File: src/rtl/gdad_pkg.sv
`default_nettype none
// ----------------------------------------------------------------------------
// gdad_pkg
// Shared types, constants and the month length table for the date adder.
// ----------------------------------------------------------------------------
package gdad_pkg;

  // Width of the day count that is actually used.
  localparam int AddBits = 16;

  localparam int MonthBits = 4;
  localparam int DayBits   = 5;
  localparam int YearBits  = 14;
  localparam int CountBits = 16;
  localparam int StatBits  = 2;

  localparam logic [YearBits-1:0]  MaxYear    = YearBits'(9999);
  localparam logic [MonthBits-1:0] December   = MonthBits'(12);
  localparam logic [MonthBits-1:0] January    = MonthBits'(1);
  localparam logic [DayBits-1:0]   LastDayDec = DayBits'(31);

  // Year reduction modulo 400 by shifted subtraction: 400 << 5 still fits.
  localparam int Cycle400    = 400;
  localparam int RedSteps    = 6;
  localparam int RedCntBits  = $clog2(RedSteps);

  localparam logic [StatBits-1:0] StatusOk       = StatBits'(0);
  localparam logic [StatBits-1:0] StatusInvalid  = StatBits'(1);
  localparam logic [StatBits-1:0] StatusOverflow = StatBits'(2);

  typedef struct packed {
    logic [MonthBits-1:0] month;
    logic [DayBits-1:0]   day;
    logic [YearBits-1:0]  year;
    logic [CountBits-1:0] days_to_add;
  } date_in_t;

  typedef struct packed {
    logic [MonthBits-1:0] new_month;
    logic [DayBits-1:0]   new_day;
    logic [YearBits-1:0]  new_year;
    logic [StatBits-1:0]  status;
  } date_out_t;

  typedef enum logic [2:0] {
    StIdle,
    StReduce,
    StCheck,
    StStep,
    StDone
  } ctrl_state_e;

  // Controller to datapath commands.
  typedef struct packed {
    logic                  load;
    logic                  reduce;
    logic [RedCntBits-1:0] red_shift;
    logic                  check;
    logic                  step;
  } gdad_cmd_t;

  // Datapath to controller status.
  typedef struct packed {
    logic date_ok;
    logic left_zero;
  } gdad_sts_t;

  // Days in a month; months outside 1..12 give zero.
  function automatic logic [DayBits-1:0] month_days(input logic [MonthBits-1:0] m,
                                                     input logic leap);
    logic [DayBits-1:0] n;
    case (m)
      4'd1, 4'd3, 4'd5, 4'd7, 4'd8, 4'd10, 4'd12: n = DayBits'(31);
      4'd4, 4'd6, 4'd9, 4'd11:                    n = DayBits'(30);
      4'd2:                                       n = leap ? DayBits'(29) : DayBits'(28);
      default:                                    n = '0;
    endcase
    return n;
  endfunction

endpackage
`default_nettype wire

File: src/rtl/gdad_ctrl.sv
`default_nettype none
// ----------------------------------------------------------------------------
// gdad_ctrl
// Sequencer: loads an item, reduces the year, checks it, steps month by month.
// ----------------------------------------------------------------------------
module gdad_ctrl (
  input  wire logic               clk_i,
  input  wire logic               rst_ni,
  input  wire logic               start,
  input  wire gdad_pkg::gdad_sts_t sts_i,
  output gdad_pkg::gdad_cmd_t     cmd_o,
  output logic                    busy,
  output logic                    done_o
);
  import gdad_pkg::*;

  ctrl_state_e state_q, state_d;
  logic [RedCntBits-1:0] cnt_q, cnt_d;

  always_ff @(posedge clk_i or negedge rst_ni) begin
    if (!rst_ni) begin
      state_q <= StIdle;
      cnt_q   <= '0;
    end else begin
      state_q <= state_d;
      cnt_q   <= cnt_d;
    end
  end

  // Next state.
  always_comb begin
    state_d = state_q;
    cnt_d   = cnt_q;
    case (state_q)
      StIdle: begin
        if (start) begin
          state_d = StReduce;
          cnt_d   = RedCntBits'(RedSteps - 1);
        end
      end
      StReduce: begin
        if (cnt_q == '0) begin
          state_d = StCheck;
        end else begin
          cnt_d = cnt_q - RedCntBits'(1);
        end
      end
      StCheck: begin
        state_d = sts_i.date_ok ? StStep : StDone;
      end
      StStep: begin
        if (sts_i.left_zero) begin
          state_d = StDone;
        end
      end
      StDone:  state_d = StIdle;
      default: state_d = StIdle;
    endcase
  end

  // Outputs.
  always_comb begin
    cmd_o           = '0;
    cmd_o.red_shift = cnt_q;
    busy            = 1'b1;
    done_o          = 1'b0;
    case (state_q)
      StIdle: begin
        busy       = 1'b0;
        cmd_o.load = start;
      end
      StReduce: cmd_o.reduce = 1'b1;
      StCheck:  cmd_o.check  = 1'b1;
      StStep:   cmd_o.step   = !sts_i.left_zero;
      StDone:   done_o       = 1'b1;
      default:  busy         = 1'b1;
    endcase
  end

endmodule
`default_nettype wire

File: src/rtl/gdad_dp.sv
`default_nettype none
// ----------------------------------------------------------------------------
// gdad_dp
// Date registers, year-mod-400 tracker and the one-month step unit.
// ----------------------------------------------------------------------------
module gdad_dp (
  input  wire logic                clk_i,
  input  wire gdad_pkg::date_in_t  item_i,
  input  wire gdad_pkg::gdad_cmd_t cmd_i,
  output gdad_pkg::gdad_sts_t      sts_o,
  output gdad_pkg::date_out_t      result_o
);
  import gdad_pkg::*;

  logic [MonthBits-1:0] month_q, month_d;
  logic [DayBits-1:0]   day_q, day_d;
  logic [YearBits-1:0]  year_q, year_d;
  logic [StatBits-1:0]  status_q, status_d;
  logic [AddBits-1:0]   left_q, left_d;
  // Year remainder modulo 400; holds the partial remainder during reduction.
  logic [YearBits-1:0]  rem_q, rem_d;

  logic [YearBits-1:0]  red_sub;
  logic                 leap;
  logic [DayBits-1:0]   mdays;
  logic [DayBits-1:0]   rest;
  logic [AddBits-1:0]   rest_ext;

  always_ff @(posedge clk_i) begin
    month_q  <= month_d;
    day_q    <= day_d;
    year_q   <= year_d;
    status_q <= status_d;
    left_q   <= left_d;
    rem_q    <= rem_d;
  end

  assign red_sub  = YearBits'(Cycle400) << cmd_i.red_shift;
  assign leap     = (year_q[1:0] == 2'b00) && !(rem_q == YearBits'(100) ||
                    rem_q == YearBits'(200) || rem_q == YearBits'(300));
  assign mdays    = month_days(month_q, leap);
  assign rest     = mdays - day_q;
  assign rest_ext = AddBits'(rest);

  assign sts_o.date_ok = (day_q != '0) && (day_q <= mdays) &&
                         (year_q != '0) && (year_q <= MaxYear);
  assign sts_o.left_zero = (left_q == '0);

  always_comb begin
    month_d  = month_q;
    day_d    = day_q;
    year_d   = year_q;
    status_d = status_q;
    left_d   = left_q;
    rem_d    = rem_q;
    if (cmd_i.load) begin
      month_d  = item_i.month;
      day_d    = item_i.day;
      year_d   = item_i.year;
      status_d = StatusOk;
      left_d   = AddBits'(item_i.days_to_add);
      rem_d    = item_i.year;
    end else if (cmd_i.reduce) begin
      if (rem_q >= red_sub) begin
        rem_d = rem_q - red_sub;
      end
    end else if (cmd_i.check) begin
      if (!sts_o.date_ok) begin
        status_d = StatusInvalid;
      end
    end else if (cmd_i.step) begin
      if (left_q > rest_ext) begin
        // Jump to the first of the next month.
        left_d = left_q - rest_ext - AddBits'(1);
        day_d  = DayBits'(1);
        if (month_q == December) begin
          if (year_q == MaxYear) begin
            month_d  = December;
            day_d    = LastDayDec;
            status_d = StatusOverflow;
            left_d   = '0;
          end else begin
            month_d = January;
            year_d  = year_q + YearBits'(1);
            rem_d   = (rem_q == YearBits'(Cycle400 - 1)) ? '0 : rem_q + YearBits'(1);
          end
        end else begin
          month_d = month_q + MonthBits'(1);
        end
      end else begin
        // The rest fits in this month, so left is at most 30 here.
        day_d  = day_q + left_q[DayBits-1:0];
        left_d = '0;
      end
    end
  end

  assign result_o.new_month = month_q;
  assign result_o.new_day   = day_q;
  assign result_o.new_year  = year_q;
  assign result_o.status    = status_q;

endmodule
`default_nettype wire

File: src/rtl/gregorian_date_add_days.sv
`default_nettype none
// ----------------------------------------------------------------------------
// gregorian_date_add_days
// Adds a day count to a Gregorian date, advancing one month per cycle.
// ----------------------------------------------------------------------------
//
// Channel  | Direction | Handshake          | Payload
// ---------+-----------+--------------------+--------------------------
// request  | in        | start, busy        | item_i   (date_in_t)
// result   | out       | done_o strobe      | result_o (date_out_t)
//
// An item is taken when start is high and busy is low. The sequencer then
// loads it, reduces the year modulo 400 by shifted subtraction, checks the
// date, steps once per month boundary crossed (up to about 2153 for the
// largest count) plus a final visit to the step state, and ends in the
// result state. When the count ends inside a month, one more step adds
// the remaining days. Invalid dates go from the check straight to the
// result state. Reset is asynchronous and returns the sequencer to idle.
// The result is shown for the one cycle in which done_o is high; the
// receiver cannot hold it off, and busy stays high through that cycle.
//
module gregorian_date_add_days (
  input  wire logic               clk_i,
  input  wire logic               rst_ni,
  input  wire logic               start,
  output logic                    busy,
  input  wire gdad_pkg::date_in_t item_i,
  output logic                    done_o,
  output gdad_pkg::date_out_t     result_o
);
  import gdad_pkg::*;

  gdad_cmd_t cmd;
  gdad_sts_t sts;

  // The sequencer decides what the datapath does in each cycle.
  gdad_ctrl u_ctrl (
    .clk_i  (clk_i),
    .rst_ni (rst_ni),
    .start  (start),
    .sts_i  (sts),
    .cmd_o  (cmd),
    .busy   (busy),
    .done_o (done_o)
  );

  // The datapath holds the working date, the days still to add and the
  // year's remainder modulo 400, which drives the leap-year rule.
  gdad_dp u_dp (
    .clk_i    (clk_i),
    .item_i   (item_i),
    .cmd_i    (cmd),
    .sts_o    (sts),
    .result_o (result_o)
  );

`ifndef ASSERT_OFF
  // An accepted item makes the block busy in the next cycle.
  a_accept_busy: assert property (@(posedge clk_i) disable iff (!rst_ni)
    (start && !busy) |=> busy)
    else $error("block not busy after accepting an item");

  // The result strobe lasts one cycle.
  a_done_pulse: assert property (@(posedge clk_i) disable iff (!rst_ni)
    done_o |=> !done_o)
    else $error("result strobe held longer than one cycle");

  // An overflow always saturates to the last day of year 9999.
  a_overflow_sat: assert property (@(posedge clk_i) disable iff (!rst_ni)
    (done_o && result_o.status == StatusOverflow) |->
      (result_o.new_year == MaxYear && result_o.new_month == December &&
       result_o.new_day == LastDayDec))
    else $error("overflow result not saturated");

  // A good result carries a real month and a nonzero day.
  a_ok_date: assert property (@(posedge clk_i) disable iff (!rst_ni)
    (done_o && result_o.status == StatusOk) |->
      (result_o.new_month >= January && result_o.new_month <= December &&
       result_o.new_day != '0))
    else $error("ok result with impossible month or day");
`endif

endmodule
`default_nettype wire
File: config.mk
export PLATFORM = sky130hd
export DESIGN_NAME = gregorian_date_add_days
export DESIGN_NICKNAME = d
export VERILOG_FILES = /design/src/rtl/gdad_pkg.sv /design/src/rtl/gdad_ctrl.sv /design/src/rtl/gdad_dp.sv /design/src/rtl/gregorian_date_add_days.sv
export SDC_FILE = /design/constraint.sdc
export NUM_CORES = 1
export LEC_CHECK = 0
export BUFFER_PORTS_ARGS = -buffer_cell sky130_fd_sc_hd__clkbuf_2
export CAP_MARGIN = 20
export CORE_MARGIN = 2
export CORE_UTILIZATION = 40
export CTS_CLUSTER_DIAMETER = 30
export DETAILED_ROUTE_END_ITERATION = 6
export MAX_ROUTING_LAYER = met4
export SLEW_MARGIN = 20
export SYNTH_ARGS = -nofsm -noshare
export SYNTH_HDL_FRONTEND = slang
export SYNTH_SLANG_ARGS = --single-unit
File: constraint.sdc
create_clock -name clk_i -period 12.04 [get_ports clk_i]
set_input_delay 2.408 -clock clk_i [delete_from_list [all_inputs] [get_ports clk_i]]
set_output_delay 2.408 -clock clk_i [all_outputs]
set_load 0.05 [all_outputs]
==> results.md <==
- Dpl hpwl: 8870 um
- Yosys warnings: 0
- R2R Path End: u_dp.rem_q[9]$_DFFE_PP_
- Outcome: complete, no violations
- CP Capture Type: flip-flop
- DIE AREA: 12500 um^2
- CP Launch Type: flip-flop
- DR iter-0 viols: 246
- Die Span Y: 112 um
- Most frequent cell after synthesis: nand2_1
- CTS HTree Levels: 3
- Max cap viols: 0
- CP cell instances: nor4_1, o2111ai_1, a41oi_1, ha_1, inv_1, fa_1, a21o_1, a21oi_1, xor2_1, ha_1, nand2b_1, a221oi_1, a211o_1, a31o_1, a2bb2oi_2
- Slew Limit Fails: 0
- Reg2reg setup slack: 7160 ps
- Final Skew: approximately 9.5 ps
- Postcts setup bufs: 0
- Post-synth top cells: nand2_1 (64), edfxtp_1 (53), nor2_1 (45)
- Final Wtd Congestion: 0.869
- Root buffer cell: clkbuf_16
- Antenna violations before repair: 0
- Mapped Cells: 513
- Starting Density: 40.9%
- Cts bufs inserted: 9
- DRC: 0
- Total global routing overflow: 0
- Post-cts resize count: 0
- Crit path buf inv count: 1
- Port Buffers: 68
- Hold Violations, Final: 0
- Antenna fix cells: 0
- CTS max path bufs: 2
- CTS tree: done
- Hold path endpoint: u_dp.status_q[1]$_SDFFE_PP0P_
- Io pins: 69
- CP Max Fanout: 11
- CP most frequent cell: ha_1
- Post-Synth XOR/XNOR Area: 9.41%
- Worst Hold Launch: u_dp.status_q[1]$_SDFFE_PP0P_
- F_max: roughly 200 MHz
- Nets: 662
- Post-synth EDFFs: 53
- Row count: 39
- Setup-failing EPs final: 0
- Yosys reg bits: 61
- Fin crit period: 4880 ps
- RR Startpoint: u_dp.rem_q[4]$_DFFE_PP_
- Register clock-pin slew on the reported worst setup and hold paths: 60 ps
- Ranking of synthesized cells by area: edfxtp_1 (34%), ha_1 (10%), xor2_1 (5.5%)
- R2R cell count: 15
- Post-synthesis compound-gate area fraction: approximately 16%
- Vias in the first global route: roughly 4000
- Adder-Cell Fraction of Synth Area: 11.5%
- Simple-gate share of the synthesized area: 19.8%
- Largest net degree at the start of global routing: 51
- Global-route wire length before repair: 19700 um
- Routed len/inst: 16.5 um
- Synthesis-to-finish area growth: 17.3%
- Worst Path Required: 12000 ps
- CP max-delay cell: a2bb2oi_2
- Sink Count: 61
- Yosys top cell area share: 34.2%
- Crit-path leading delay family: compound AO/OA/AOI/OAI gates
- Die X-Extent: 112 um
- Worst setup path class: flip-flop to flip-flop
- Crit share post-route: roughly two fifths
- Worst slew margin: between 40% and 50%
- Hold Crit Class: flip-flop to flip-flop
- Post-synth cell types: 59
- Crit path largest cell delay: 550 ps
- Total core area: ~11000 um^2
- Slew @ Worst Pin: 822 ps
- Total number of vias: 3996
- Hold Crit Depth: 2
- Total Wirelength: 12000 um
- Synth Flop Type: edfxtp_1
- Avg Synthesized Cell Area: 9.07 um^2
- Antenna Nets Post-Route: 0
- Synth Net Count: a little under 600
- Post-synthesis mux area share: under 10%
- Cts-stage hold buffer count: 0
- Async set or reset register ratio after synthesis: 9.84%
- Vias/cell: 5.50
- Sequential share of the synthesized area: a little under two fifths
- Worst-Skew Late Latency: approximately 330 ps
- Share of layout cells above drive strength 1: 15.9%
- Gr usage total: 20.3%
- Top cell type by total area after synthesis: edfxtp_1
- Synthesized area: 4650 um^2
- Crit path arrival time: 4840 ps
- Fill cell total of the finished layout: 1118
- RSZ-0062 raised after global routing: no
- Largest family of logic cells by synthesized area: simple AND/OR/NAND/NOR gates
- Setup tns final: 0 ps
- Drt first pass iters: 5
==> layout by cell type, fill, tap and decap left out, drive strengths merged, types with 6 or more instances in the layout <==
cell type  Yosys  routed
nand2         64      64
inv           29      29
xor2          29      29
edfxtp        53      53
clkbuf        13      78
nand2b         8       8
a21o          10      10
xnor2         21      21
nor3          17      17
a21oi         31      31
nand3         18      18
o21ai         31      31
ha            38      38
nor2          46      46
dfrtp          6       6
nor2b          7       7
==> kinds of logic after synthesis <==
logic type | after synthesis
AND/OR/NAND/NOR | 193
XOR/XNOR | 50
AO/OA/AOI/OAI | 118
buffers and inverters | 45
adder cells (fa/ha/maj) | 41
multiplexers | 5
flip-flops | 61
==> stage by stage <==
step	area, um^2	hold slack (ps)	setup WS [ps]	utilization [%]	cells
after global placement	5130	491	6970	45.1	711
final	5460	505	7160	48.0	727
after global routing	5460	553	6730	48.0	727
after floorplan	4650	555	7270	-	513
after detailed placement	5130	511	6850	45.1	711
after CTS	5450	520	6800	47.9	727
==> sequential cells by signal, indices dropped and copies added (netlist names) <==
name,flops
u_dp.left_q,16
u_dp.rem_q,14
u_dp.year_q,14
u_dp.day_q,5
u_dp.month_q,4
u_ctrl.cnt_q,3
u_ctrl.state_q,3
u_dp.status_q,2
==> worst register-to-register path, cell delays in order (launching register included) <==
cell and delay (ps):
edfxtp_1 460, nor4_1 540, o2111ai_1 220, a41oi_1 290
ha_1 200, inv_1 60, fa_1 400, a21o_1 170
a21oi_1 160, xor2_1 90, ha_1 350, nand2b_1 70
a221oi_1 240, a211o_1 390, a31o_1 310, a2bb2oi_2 550
==> worst max-delay path by stage <==
stage / from / endpoint / cells past startpoint
after floorplan: u_dp.month_q[0]$_DFFE_PP_ / u_dp.rem_q[10]$_DFFE_PP_ / 19
after global placement: u_dp.rem_q[6]$_DFFE_PP_ / u_dp.rem_q[11]$_DFFE_PP_ / 17
after detailed placement: u_dp.rem_q[6]$_DFFE_PP_ / u_dp.rem_q[9]$_DFFE_PP_ / 16
after CTS: u_dp.month_q[0]$_DFFE_PP_ / u_dp.rem_q[11]$_DFFE_PP_ / 18
after global routing: u_dp.month_q[0]$_DFFE_PP_ / u_dp.rem_q[9]$_DFFE_PP_ / 17
final: u_dp.rem_q[4]$_DFFE_PP_ / u_dp.rem_q[9]$_DFFE_PP_ / 15
==> routing by layer <==
metal | global-route usage (%) | share of wire [%] | vias to the layer above
met1 | 27.4 | 48 | 1902
li1 | - | - | 1978
met2 | 32.2 | 45 | 109
met5 | - | 0 | -
met4 | 4.61 | 0.84 | 0
met3 | 3.59 | 5.5 | 7
==> final cells by class <==
| cell class | instances | area, um^2 | area share [%] |
|---|---|---|---|
| clock buffers | 10 | 229 | 4.20 |
| well taps | 143 | 179 | 3.28 |
| flip-flops and latches | 61 | 1780 | 32.6 |
| repair buffers | 71 | 363 | 6.65 |
| multi-input cells | 407 | 2710 | 49.6 |
| clock inverters | 6 | 87.6 | 1.60 |
| inverters | 29 | 109 | 1.99 |
Power is left out: the tool's default activity adds up to more than one toggle a clock period on the data nets, which glitch-free logic cannot reach.
